## src/rtl/compass_heading_with_offset_assert.svh

```systemverilog
// Assertion macros for the compass heading block.
// Used by the CORDIC cell and the top level; needs clk_i and rst_ni in scope.
`ifndef COMPASS_HEADING_WITH_OFFSET_ASSERT_SVH
`define COMPASS_HEADING_WITH_OFFSET_ASSERT_SVH
`ifndef SYNTHESIS
`define CHWO_ASSERT(lbl, prop, msg) \
  lbl: assert property (@(posedge clk_i) disable iff (!rst_ni) prop) else $error(msg);
`define CHWO_ASSERT_NEXT(lbl, trig, prop, msg) \
  lbl: assert property (@(posedge clk_i) disable iff (!rst_ni) (trig) |=> (prop)) \
    else $error(msg);
`else
`define CHWO_ASSERT(lbl, prop, msg)
`define CHWO_ASSERT_NEXT(lbl, trig, prop, msg)
`endif
`endif

```

## src/rtl/chwo_pkg.sv

```systemverilog
// Package for the compass heading block: widths, CORDIC angle table, request types.
// No dependencies; imported by every module of the block.
`default_nettype none

package chwo_pkg;

  localparam int CORDIC_STAGES       = 16;
  localparam int ANGLE_FRACTION_BITS = 7;
  localparam int INNER_BITS          = 24;
  localparam int MAX_STAGES          = 24;
  localparam int STAGE_W             = 5;
  localparam int FIELD_W             = 16;
  localparam int HEADING_W           = 16;
  localparam int XY_W                = FIELD_W + INNER_BITS + 2;
  localparam int Z_W                 = 34;
  localparam int ROUND_SHIFT         = INNER_BITS - ANGLE_FRACTION_BITS;
  localparam int OFF_MAX_DEG         = ((2 ** HEADING_W - 1) >> ANGLE_FRACTION_BITS) + 1;

  localparam int PADDR_W = 3;
  localparam int PDATA_W = 32;
  localparam logic [PADDR_W-3:0] REG_HEADING_OFFSET = '0;

  function automatic int red_stages();
    int n;
    n = 1;
    while ((360 << (n - 1)) < (OFF_MAX_DEG + 280)) begin
      n++;
    end
    return n;
  endfunction

  localparam int RED_N    = red_stages();
  localparam int RED_W    = $clog2(RED_N + 1);
  localparam int H_W      = RED_N + 33;
  localparam int Q_W      = ANGLE_FRACTION_BITS + 9;

  localparam logic [H_W-1:0] FULL_H = H_W'(360) << INNER_BITS;
  localparam logic [H_W-1:0] K_FULL = FULL_H << (RED_N - 1);
  localparam logic [H_W-1:0] HALF_H = H_W'(1) << (ROUND_SHIFT - 1);
  localparam logic [Q_W-1:0] Q_FULL = Q_W'(360) << ANGLE_FRACTION_BITS;
  localparam logic signed [Z_W-1:0] Z_HALF_TURN = Z_W'(180) <<< INNER_BITS;

  localparam logic signed [Z_W-1:0] ATAN_TAB [MAX_STAGES] = '{
    Z_W'(754974720), Z_W'(445687602), Z_W'(235489088), Z_W'(119537938),
    Z_W'(60000934),  Z_W'(30029717),  Z_W'(15018523),  Z_W'(7509720),
    Z_W'(3754917),   Z_W'(1877466),   Z_W'(938734),    Z_W'(469367),
    Z_W'(234684),    Z_W'(117342),    Z_W'(58671),     Z_W'(29335),
    Z_W'(14668),     Z_W'(7334),      Z_W'(3667),      Z_W'(1833),
    Z_W'(917),       Z_W'(458),       Z_W'(229),       Z_W'(115)
  };

  typedef struct packed {
    logic                   zero;
    logic signed [Z_W-1:0]  z;
    logic signed [XY_W-1:0] y;
    logic signed [XY_W-1:0] x;
  } cordic_t;

endpackage

`default_nettype wire

```

## src/rtl/chwo_cordic_cell.sv

```systemverilog
// One CORDIC vectoring stage with its own request register and ready chain.
// Depends on chwo_pkg and the assertion macro header.
`default_nettype none
`include "compass_heading_with_offset_assert.svh"

module chwo_cordic_cell import chwo_pkg::*; (
  input  logic               clk_i,
  input  logic               rst_ni,
  input  logic [STAGE_W-1:0] stage_i,
  input  logic               in_valid_i,
  output logic               in_ready_o,
  input  cordic_t            in_data_i,
  output logic               out_valid_o,
  input  logic               out_ready_i,
  output cordic_t            out_data_o
);

  logic    valid_q;
  cordic_t data_q, data_d;
  logic    load;

  assign in_ready_o  = !valid_q || out_ready_i;
  assign load        = in_valid_i && in_ready_o;
  assign out_valid_o = valid_q;
  assign out_data_o  = data_q;

  always_comb begin
    logic signed [XY_W-1:0] x, y, dx, dy;
    logic signed [Z_W-1:0]  z, a;
    x  = in_data_i.x;
    y  = in_data_i.y;
    z  = in_data_i.z;
    dx = y >>> stage_i;
    dy = x >>> stage_i;
    a  = ATAN_TAB[stage_i];
    data_d.zero = in_data_i.zero;
    if (y > 0) begin
      data_d.x = x + dx;
      data_d.y = y - dy;
      data_d.z = z + a;
    end else begin
      data_d.x = x - dx;
      data_d.y = y + dy;
      data_d.z = z - a;
    end
  end

  always_ff @(posedge clk_i or negedge rst_ni) begin
    if (!rst_ni) begin
      valid_q <= 1'b0;
    end else if (in_ready_o) begin
      valid_q <= in_valid_i;
    end
  end

  always_ff @(posedge clk_i) begin
    if (load) begin
      data_q <= data_d;
    end
  end

  `CHWO_ASSERT(a_x_nonneg, valid_q |-> !data_q.x[XY_W-1], "CORDIC x went negative")
  `CHWO_ASSERT_NEXT(a_hold, valid_q && !out_ready_i, valid_q && $stable(data_q),
                    "stalled request changed in cell")
  `CHWO_ASSERT_NEXT(a_drain, valid_q && out_ready_i && !in_valid_i, !valid_q,
                    "request repeated in cell")

endmodule

`default_nettype wire

```

## src/rtl/chwo_wrap_cell.sv

```systemverilog
// One modulo-360 reduction step: subtract 2^step full turns when the angle allows it.
// Depends on chwo_pkg.
`default_nettype none

module chwo_wrap_cell import chwo_pkg::*; (
  input  logic             clk_i,
  input  logic             rst_ni,
  input  logic [RED_W-1:0] step_i,
  input  logic             in_valid_i,
  output logic             in_ready_o,
  input  logic [H_W-1:0]   in_data_i,
  output logic             out_valid_o,
  input  logic             out_ready_i,
  output logic [H_W-1:0]   out_data_o
);

  logic           valid_q;
  logic [H_W-1:0] data_q, data_d, amt;
  logic           load;

  assign in_ready_o  = !valid_q || out_ready_i;
  assign load        = in_valid_i && in_ready_o;
  assign out_valid_o = valid_q;
  assign out_data_o  = data_q;
  assign amt         = FULL_H << step_i;
  assign data_d      = (in_data_i >= amt) ? (in_data_i - amt) : in_data_i;

  always_ff @(posedge clk_i or negedge rst_ni) begin
    if (!rst_ni) begin
      valid_q <= 1'b0;
    end else if (in_ready_o) begin
      valid_q <= in_valid_i;
    end
  end

  always_ff @(posedge clk_i) begin
    if (load) begin
      data_q <= data_d;
    end
  end

endmodule

`default_nettype wire

```

## src/rtl/compass_heading_with_offset.sv

```systemverilog
// Top level of the compass heading block: input prep, CORDIC cell chain, offset,
// modulo-360 cells, rounding, output register and APB offset register.
// Depends on chwo_pkg, chwo_cordic_cell, chwo_wrap_cell and the assertion header.
//
//   channel   direction  handshake               payload
//   in        sink       in_valid_i/in_stall_o   field_x_i, field_y_i
//   out       source     out_valid_o/out_stall_i heading_o
//   apb       sink       psel/penable/pwrite     paddr, pwdata, prdata
//
// One request per cycle while out_stall_i does not hold the chain; each request is registered
// in every CORDIC cell, the offset register, every modulo-360 cell and the output register.
// Reset clears every stage valid and the offset register.
// Each stage holds while the one after it is full and stalled; empty stages still fill.
`default_nettype none
`include "compass_heading_with_offset_assert.svh"

module compass_heading_with_offset import chwo_pkg::*; (
  input  logic                       clk_i,
  input  logic                       rst_ni,
  input  logic                       in_valid_i,
  output logic                       in_stall_o,
  input  logic signed [FIELD_W-1:0]  field_x_i,
  input  logic signed [FIELD_W-1:0]  field_y_i,
  output logic                       out_valid_o,
  input  logic                       out_stall_i,
  output logic        [HEADING_W-1:0] heading_o,
  input  logic                       psel,
  input  logic                       penable,
  input  logic                       pwrite,
  input  logic        [PADDR_W-1:0]  paddr,
  input  logic        [PDATA_W-1:0]  pwdata,
  output logic        [PDATA_W-1:0]  prdata,
  output logic                       pready
);

  logic [HEADING_W-1:0] offset_q;
  logic                 reg_hit;

  assign pready  = 1'b1;
  assign reg_hit = (paddr[PADDR_W-1:2] == REG_HEADING_OFFSET);
  assign prdata  = reg_hit ? PDATA_W'(offset_q) : '0;

  always_ff @(posedge clk_i or negedge rst_ni) begin
    if (!rst_ni) begin
      offset_q <= '0;
    end else if (psel && penable && pwrite && pready && reg_hit) begin
      offset_q <= pwdata[HEADING_W-1:0];
    end
  end

  cordic_t c_data  [CORDIC_STAGES+1];
  logic    c_valid [CORDIC_STAGES+1];
  logic    c_ready [CORDIC_STAGES+1];
  cordic_t prep;

  always_comb begin
    logic signed [XY_W-1:0] xs, ys;
    xs = XY_W'(field_x_i) <<< INNER_BITS;
    ys = XY_W'(field_y_i) <<< INNER_BITS;
    prep.zero = (field_x_i == '0) && (field_y_i == '0);
    if (xs < 0) begin
      prep.x = -xs;
      prep.y = -ys;
      prep.z = (ys >= 0) ? Z_HALF_TURN : -Z_HALF_TURN;
    end else begin
      prep.x = xs;
      prep.y = ys;
      prep.z = '0;
    end
  end

  assign c_data[0]  = prep;
  assign c_valid[0] = in_valid_i;
  assign in_stall_o = !c_ready[0];

  for (genvar g = 0; g < CORDIC_STAGES; g++) begin : g_cordic
    chwo_cordic_cell u_cell (
      .clk_i       (clk_i),
      .rst_ni      (rst_ni),
      .stage_i     (STAGE_W'(g)),
      .in_valid_i  (c_valid[g]),
      .in_ready_o  (c_ready[g]),
      .in_data_i   (c_data[g]),
      .out_valid_o (c_valid[g+1]),
      .out_ready_i (c_ready[g+1]),
      .out_data_o  (c_data[g+1])
    );
  end

  logic           w_valid [RED_N+1];
  logic           w_ready [RED_N+1];
  logic [H_W-1:0] w_data  [RED_N+1];
  logic           off_valid_q;
  logic [H_W-1:0] off_h_q, off_h_d, z_ext, off_ext;

  assign z_ext   = c_data[CORDIC_STAGES].zero ? '0 : H_W'(c_data[CORDIC_STAGES].z);
  assign off_ext = H_W'(offset_q) << ROUND_SHIFT;
  assign off_h_d = z_ext + K_FULL - off_ext;
  assign c_ready[CORDIC_STAGES] = !off_valid_q || w_ready[0];

  always_ff @(posedge clk_i or negedge rst_ni) begin
    if (!rst_ni) begin
      off_valid_q <= 1'b0;
    end else if (c_ready[CORDIC_STAGES]) begin
      off_valid_q <= c_valid[CORDIC_STAGES];
    end
  end

  always_ff @(posedge clk_i) begin
    if (c_valid[CORDIC_STAGES] && c_ready[CORDIC_STAGES]) begin
      off_h_q <= off_h_d;
    end
  end

  assign w_valid[0] = off_valid_q;
  assign w_data[0]  = off_h_q;

  for (genvar k = 0; k < RED_N; k++) begin : g_wrap
    chwo_wrap_cell u_wrap (
      .clk_i       (clk_i),
      .rst_ni      (rst_ni),
      .step_i      (RED_W'(RED_N - 1 - k)),
      .in_valid_i  (w_valid[k]),
      .in_ready_o  (w_ready[k]),
      .in_data_i   (w_data[k]),
      .out_valid_o (w_valid[k+1]),
      .out_ready_i (w_ready[k+1]),
      .out_data_o  (w_data[k+1])
    );
  end

  logic           out_valid_q;
  logic [Q_W-1:0] q_q, q_d;
  logic [H_W-1:0] rounded;

  assign rounded       = w_data[RED_N] + HALF_H;
  assign q_d           = (Q_W'(rounded >> ROUND_SHIFT) >= Q_FULL) ? '0
                                                                  : Q_W'(rounded >> ROUND_SHIFT);
  assign w_ready[RED_N] = !out_valid_q || !out_stall_i;

  always_ff @(posedge clk_i or negedge rst_ni) begin
    if (!rst_ni) begin
      out_valid_q <= 1'b0;
    end else if (w_ready[RED_N]) begin
      out_valid_q <= w_valid[RED_N];
    end
  end

  always_ff @(posedge clk_i) begin
    if (w_valid[RED_N] && w_ready[RED_N]) begin
      q_q <= q_d;
    end
  end

  assign out_valid_o = out_valid_q;
  assign heading_o   = HEADING_W'(q_q);

  `CHWO_ASSERT_NEXT(a_off_write, psel && penable && pwrite && reg_hit,
                    offset_q == $past(pwdata[HEADING_W-1:0]), "offset write lost")
  `CHWO_ASSERT(a_wrap_range, w_valid[RED_N] |-> (w_data[RED_N] < FULL_H),
               "angle not reduced below a full turn")
  `CHWO_ASSERT(a_head_range, out_valid_q |-> (q_q < Q_FULL), "heading out of range")

endmodule

`default_nettype wire

```

## config.mk

```make
export PLATFORM = sky130hd
export DESIGN_NAME = compass_heading_with_offset
export DESIGN_NICKNAME = d
export VERILOG_FILES = /design/src/rtl/chwo_pkg.sv /design/src/rtl/chwo_cordic_cell.sv /design/src/rtl/chwo_wrap_cell.sv /design/src/rtl/compass_heading_with_offset.sv
export VERILOG_INCLUDE_DIRS = /design/src /design/src/rtl
export SDC_FILE = /design/constraint.sdc
export NUM_CORES = 2
export LEC_CHECK = 0
export BUFFER_PORTS_ARGS = -buffer_cell sky130_fd_sc_hd__buf_2
export CAP_MARGIN = 20
export CORE_ASPECT_RATIO = 0.9
export CORE_MARGIN = 2
export CORE_UTILIZATION = 50
export DETAILED_ROUTE_END_ITERATION = 6
export PLACE_DENSITY = 0.7
export SLEW_MARGIN = 20
export SYNTH_ARGS = -nofsm -noshare
export SYNTH_HDL_FRONTEND = slang
export SYNTH_SLANG_ARGS = --single-unit
```

## constraint.sdc

```tcl
create_clock -name clk_i -period 10 [get_ports clk_i]
set_input_delay 0 -clock clk_i [delete_from_list [all_inputs] [get_ports clk_i]]
set_output_delay 0 -clock clk_i [all_outputs]
set_load 0.02 [all_outputs]
```

==> metrics.md <==
| Metric | Value |
|---|---|
| Status | finished clean |
| IO Pins | 125 |
| H-tree depth | 4 |
| Hold Path Origin | field_x_i[11] |
| Global-route wire length before repair | 517 mm |
| Synthesis-stage register bit count | 1623 |
| Worst Reg-to-Reg Cells | 27 |
| DRT Wirelength | 326 mm |
| Clk Latency, worst-skew pair | 0.91 ns |
| Vias in the first global route | 95500 |
| Fraction of layout cells with a size suffix above 1 | 4.49% |
| Rows | 178 |
| Post-route setup slack | 1.28 ns |
| CTS clk-pin slew, worst paths | 0.06 ns |
| Clk_skew | ~0.11 ns |
| Cell Count, Final, Fillers Out | approximately 17000 |
| Congestion Overflow GR | 0 |
| # DRC | 0 |
| Max Transition Viols Final | 0 |
| 1st-pass router iterations | 6 |
| Reg-to-reg endpoint | g_cordic[10].u_cell.out_data_o[78] |
| Fin area | approximately 0.14 sq mm |
| Total negative slack | 0 ns |
| Data arrival, critical path | 9.27 ns |
| Area growth, synth to finish | 8.93% |
| Hold Path Stages | 4 |
| Crit end category | flip-flop |
| Number of synthesized flops with an enable pin | 1586 |
| Routed Antenna Nets | 0 |
| Avg Inst Size Synth | 9.68 sq um |
| Hold WC Path Type | in -> reg |
| Slew Limit Headroom | 22.9% |
| CP required | between 10 and 15 ns |
| Syn Std Cell Area | between 0.1 and 0.15 sq mm |
| Max Cap Viol | 0 |
| Fin. Hold Viols | 0 |
| Cell taking the most area after synthesis | edfxtp_1 |
| Hold Path Sink | g_cordic[0].u_cell.out_data_o[35] |
| Die Wd | 544 um |
| Pre-CTS WS | 1.43 ns |
| Via count | between 100k and 150k |
| Reg-to-Reg Start | g_cordic[9].u_cell.out_data_o[57] |
| YS warnings | 0 |
| Routed wire length per instance | 18.7 um |
| # setup viols final | 0 |
| Clk root buf | clkbuf_16 |
| Dpl hpwl | 256 mm |
| RSZ-0062 raised after global routing | false |
| Largest net degree at the start of global routing | slightly below 80 |
| Core area | 0.261 sq mm |
| Placed Area | 0.136 sq mm |
| Top cell type's share of synthesized area | a little over a third |
| Vias per cell | 5.84 |
| Most common library cell in the layout ignoring fill and taps | edfxtp_1 |
| Critical Path Source Type | flip-flop |
| Crit-path max FO | 24 |
| Highest-count cells in the layout ignoring fill and taps | 1586 x edfxtp_1, 1461 x ha_1, 1352 x xnor2_1 |
| Sequential fraction of the synthesis area | 37.0% |
| DIE AREA | 0.266 sq mm |
| Total track usage | 23.9% |
| Placed cells | 17100 |
| Crit Path Category | reg -> reg |
| Inserted Clock Buffers | ~190 |
| Netlist cell types | 93 |
| CTS Sinks | 1623 |
| Least-Margin Pin Slew | 1.15 ns |
| PortBufs | 89 |
| FF-to-FF setup slack | ~1.3 ns |
| Cells after Synth | 13500 |
| Die Y | 490 um |
| CTS tree | yes |
| Initial Utilization | 50.2% |
| Period minus WS final | 8.72 ns |
| Nets | between 15000 and 20000 |
| Synth area leaders | edfxtp_1 36%, ha_1 14%, xnor2_1 9.0%, a21oi_1 4.5%, xor2_1 4.1% |
| Ys flop type | edfxtp_1 |
| Async SR Flop Fraction | around 2.3% |
| Initial antenna violation count | 4 |
| Final period utilization | 87.2% |
| Initial DRC count | 8469 |
| Final GP Congestion | 0.952 |
| Max Freq | 115 MHz |
| Longest Clk Path Bufs | 4 |
critical path, cell delays in order (launching register included):
cell	delay [ns]
edfxtp_1	0.48
or4_1	0.59
or3_1	0.36
or3_1	0.42
or3_1	0.47
or4_1	0.52
or2_2	0.39
nor2_2	0.15
nand4_1	0.10
buf_4	0.22
nor2b_4	0.13
inv_2	0.43
nor2_1	0.10
xor2_1	0.16
ha_1	0.33
a21oi_1	0.15
o21bai_1	0.13
a311oi_1	0.46
nor3_1	0.16
a221oi_1	0.63
nor2_1	0.19
o311ai_0	0.54
a31oi_1	0.31
and2_1	0.28
o21bai_1	0.14
a21oi_1	0.10
o41ai_1	0.34
xnor2_1	0.11
synthesized netlist by cell type, types with 119 or more instances:
cell type  count
edfxtp_1    1586
o21bai_1     178
ha_1        1461
nor2_1      1142
xnor2_1     1352
a21oi_1     1188
or3_1        119
nand3_1      248
nor2b_1      235
o31ai_1      202
o21ai_0      789
nand2b_1     263
clkbuf_1     141
nand2_1      745
a21o_1       498
nor3_1       384
o21a_1       262
a31oi_1      123
and3_1       125
inv_1        567
xor2_1       609
kinds of logic (layout without fill, tap and decap cells):
group,count (synthesis),in the layout,share of synthesized area [%]
compound gates,3840,3840,18.5
simple gates,3820,3820,14.3
xor+xnor,1961,1961,13.1
flops,1623,1623,37.0
fa+ha+maj,1499,1499,14.5
buf+inv,759,1138,2.24
mux,41,41,0.338
other cells,2,23,0.00573
what timing repair did:
| item | in CTS | in global routing |
|---|---|---|
| endpoints found under the setup margin | 0 | 0 |
| endpoints found under the hold margin | 121 | 0 |
| setup buffers | 0 | 0 |
| gates resized for setup | 0 | 0 |
| hold buffers | 77 | 0 |
state kept, by name (all words and copies together) (netlist names):
register and count:
g_cordic.u_cell.out_data_o 1464, g_wrap.u_wrap.out_data_o 72, off_h_q 34, g_cordic.u_cell.out_valid_o 16, heading_o 16, offset_q 16
g_wrap.u_wrap.out_valid_o 3, off_valid_q 1, out_valid_o 1
how the worst max path moves through the flow:
stage / depth (start not counted) / start / end / slack (ns)
floorplan: 29 / g_cordic[9].u_cell.out_data_o[57] / g_cordic[10].u_cell.out_data_o[83] / 2.54
detailed placement: 27 / g_cordic[9].u_cell.out_data_o[57] / g_cordic[10].u_cell.out_data_o[78] / 1.43
CTS: 27 / g_cordic[9].u_cell.out_data_o[57] / g_cordic[10].u_cell.out_data_o[78] / 1.38
global route: 29 / g_cordic[8].u_cell.out_data_o[55] / g_cordic[9].u_cell.out_data_o[82] / 0.77
global placement: 27 / g_cordic[9].u_cell.out_data_o[56] / g_cordic[10].u_cell.out_data_o[78] / 1.48
finish: 27 / g_cordic[9].u_cell.out_data_o[57] / g_cordic[10].u_cell.out_data_o[78] / 1.28
stage by stage:
stage                     utilization, %  hold slack [ns]
final                               54.7           0.0858
after global routing                54.7           0.0905
after CTS                           54.7         0.000712
after detailed placement            52.1            0.127
after global placement              52.1            0.122
after floorplan                        -           -0.296
area by class of cell:
cell class,instances,area [sq um]
Fill cell,23300,118000
Multi-Input combinational cell,11200,80000
Sequential cell,1623,48600
Clock buffer,217,4850
Tap cell,3510,4390
Inverter,575,2160
Timing Repair Buffer,237,1750
Clock inverter,109,1200
Antenna cell,2,5.00
routing by layer:
metal  track usage [%]  share of wire, %
met1              33.1                46
met2              39.3                46
met3              3.08               6.2
met4              6.44               2.6
met5                 0            0.0086
Power is left out: the tool's default activity adds up to more than one toggle a clock period on the data nets, which glitch-free logic cannot reach.
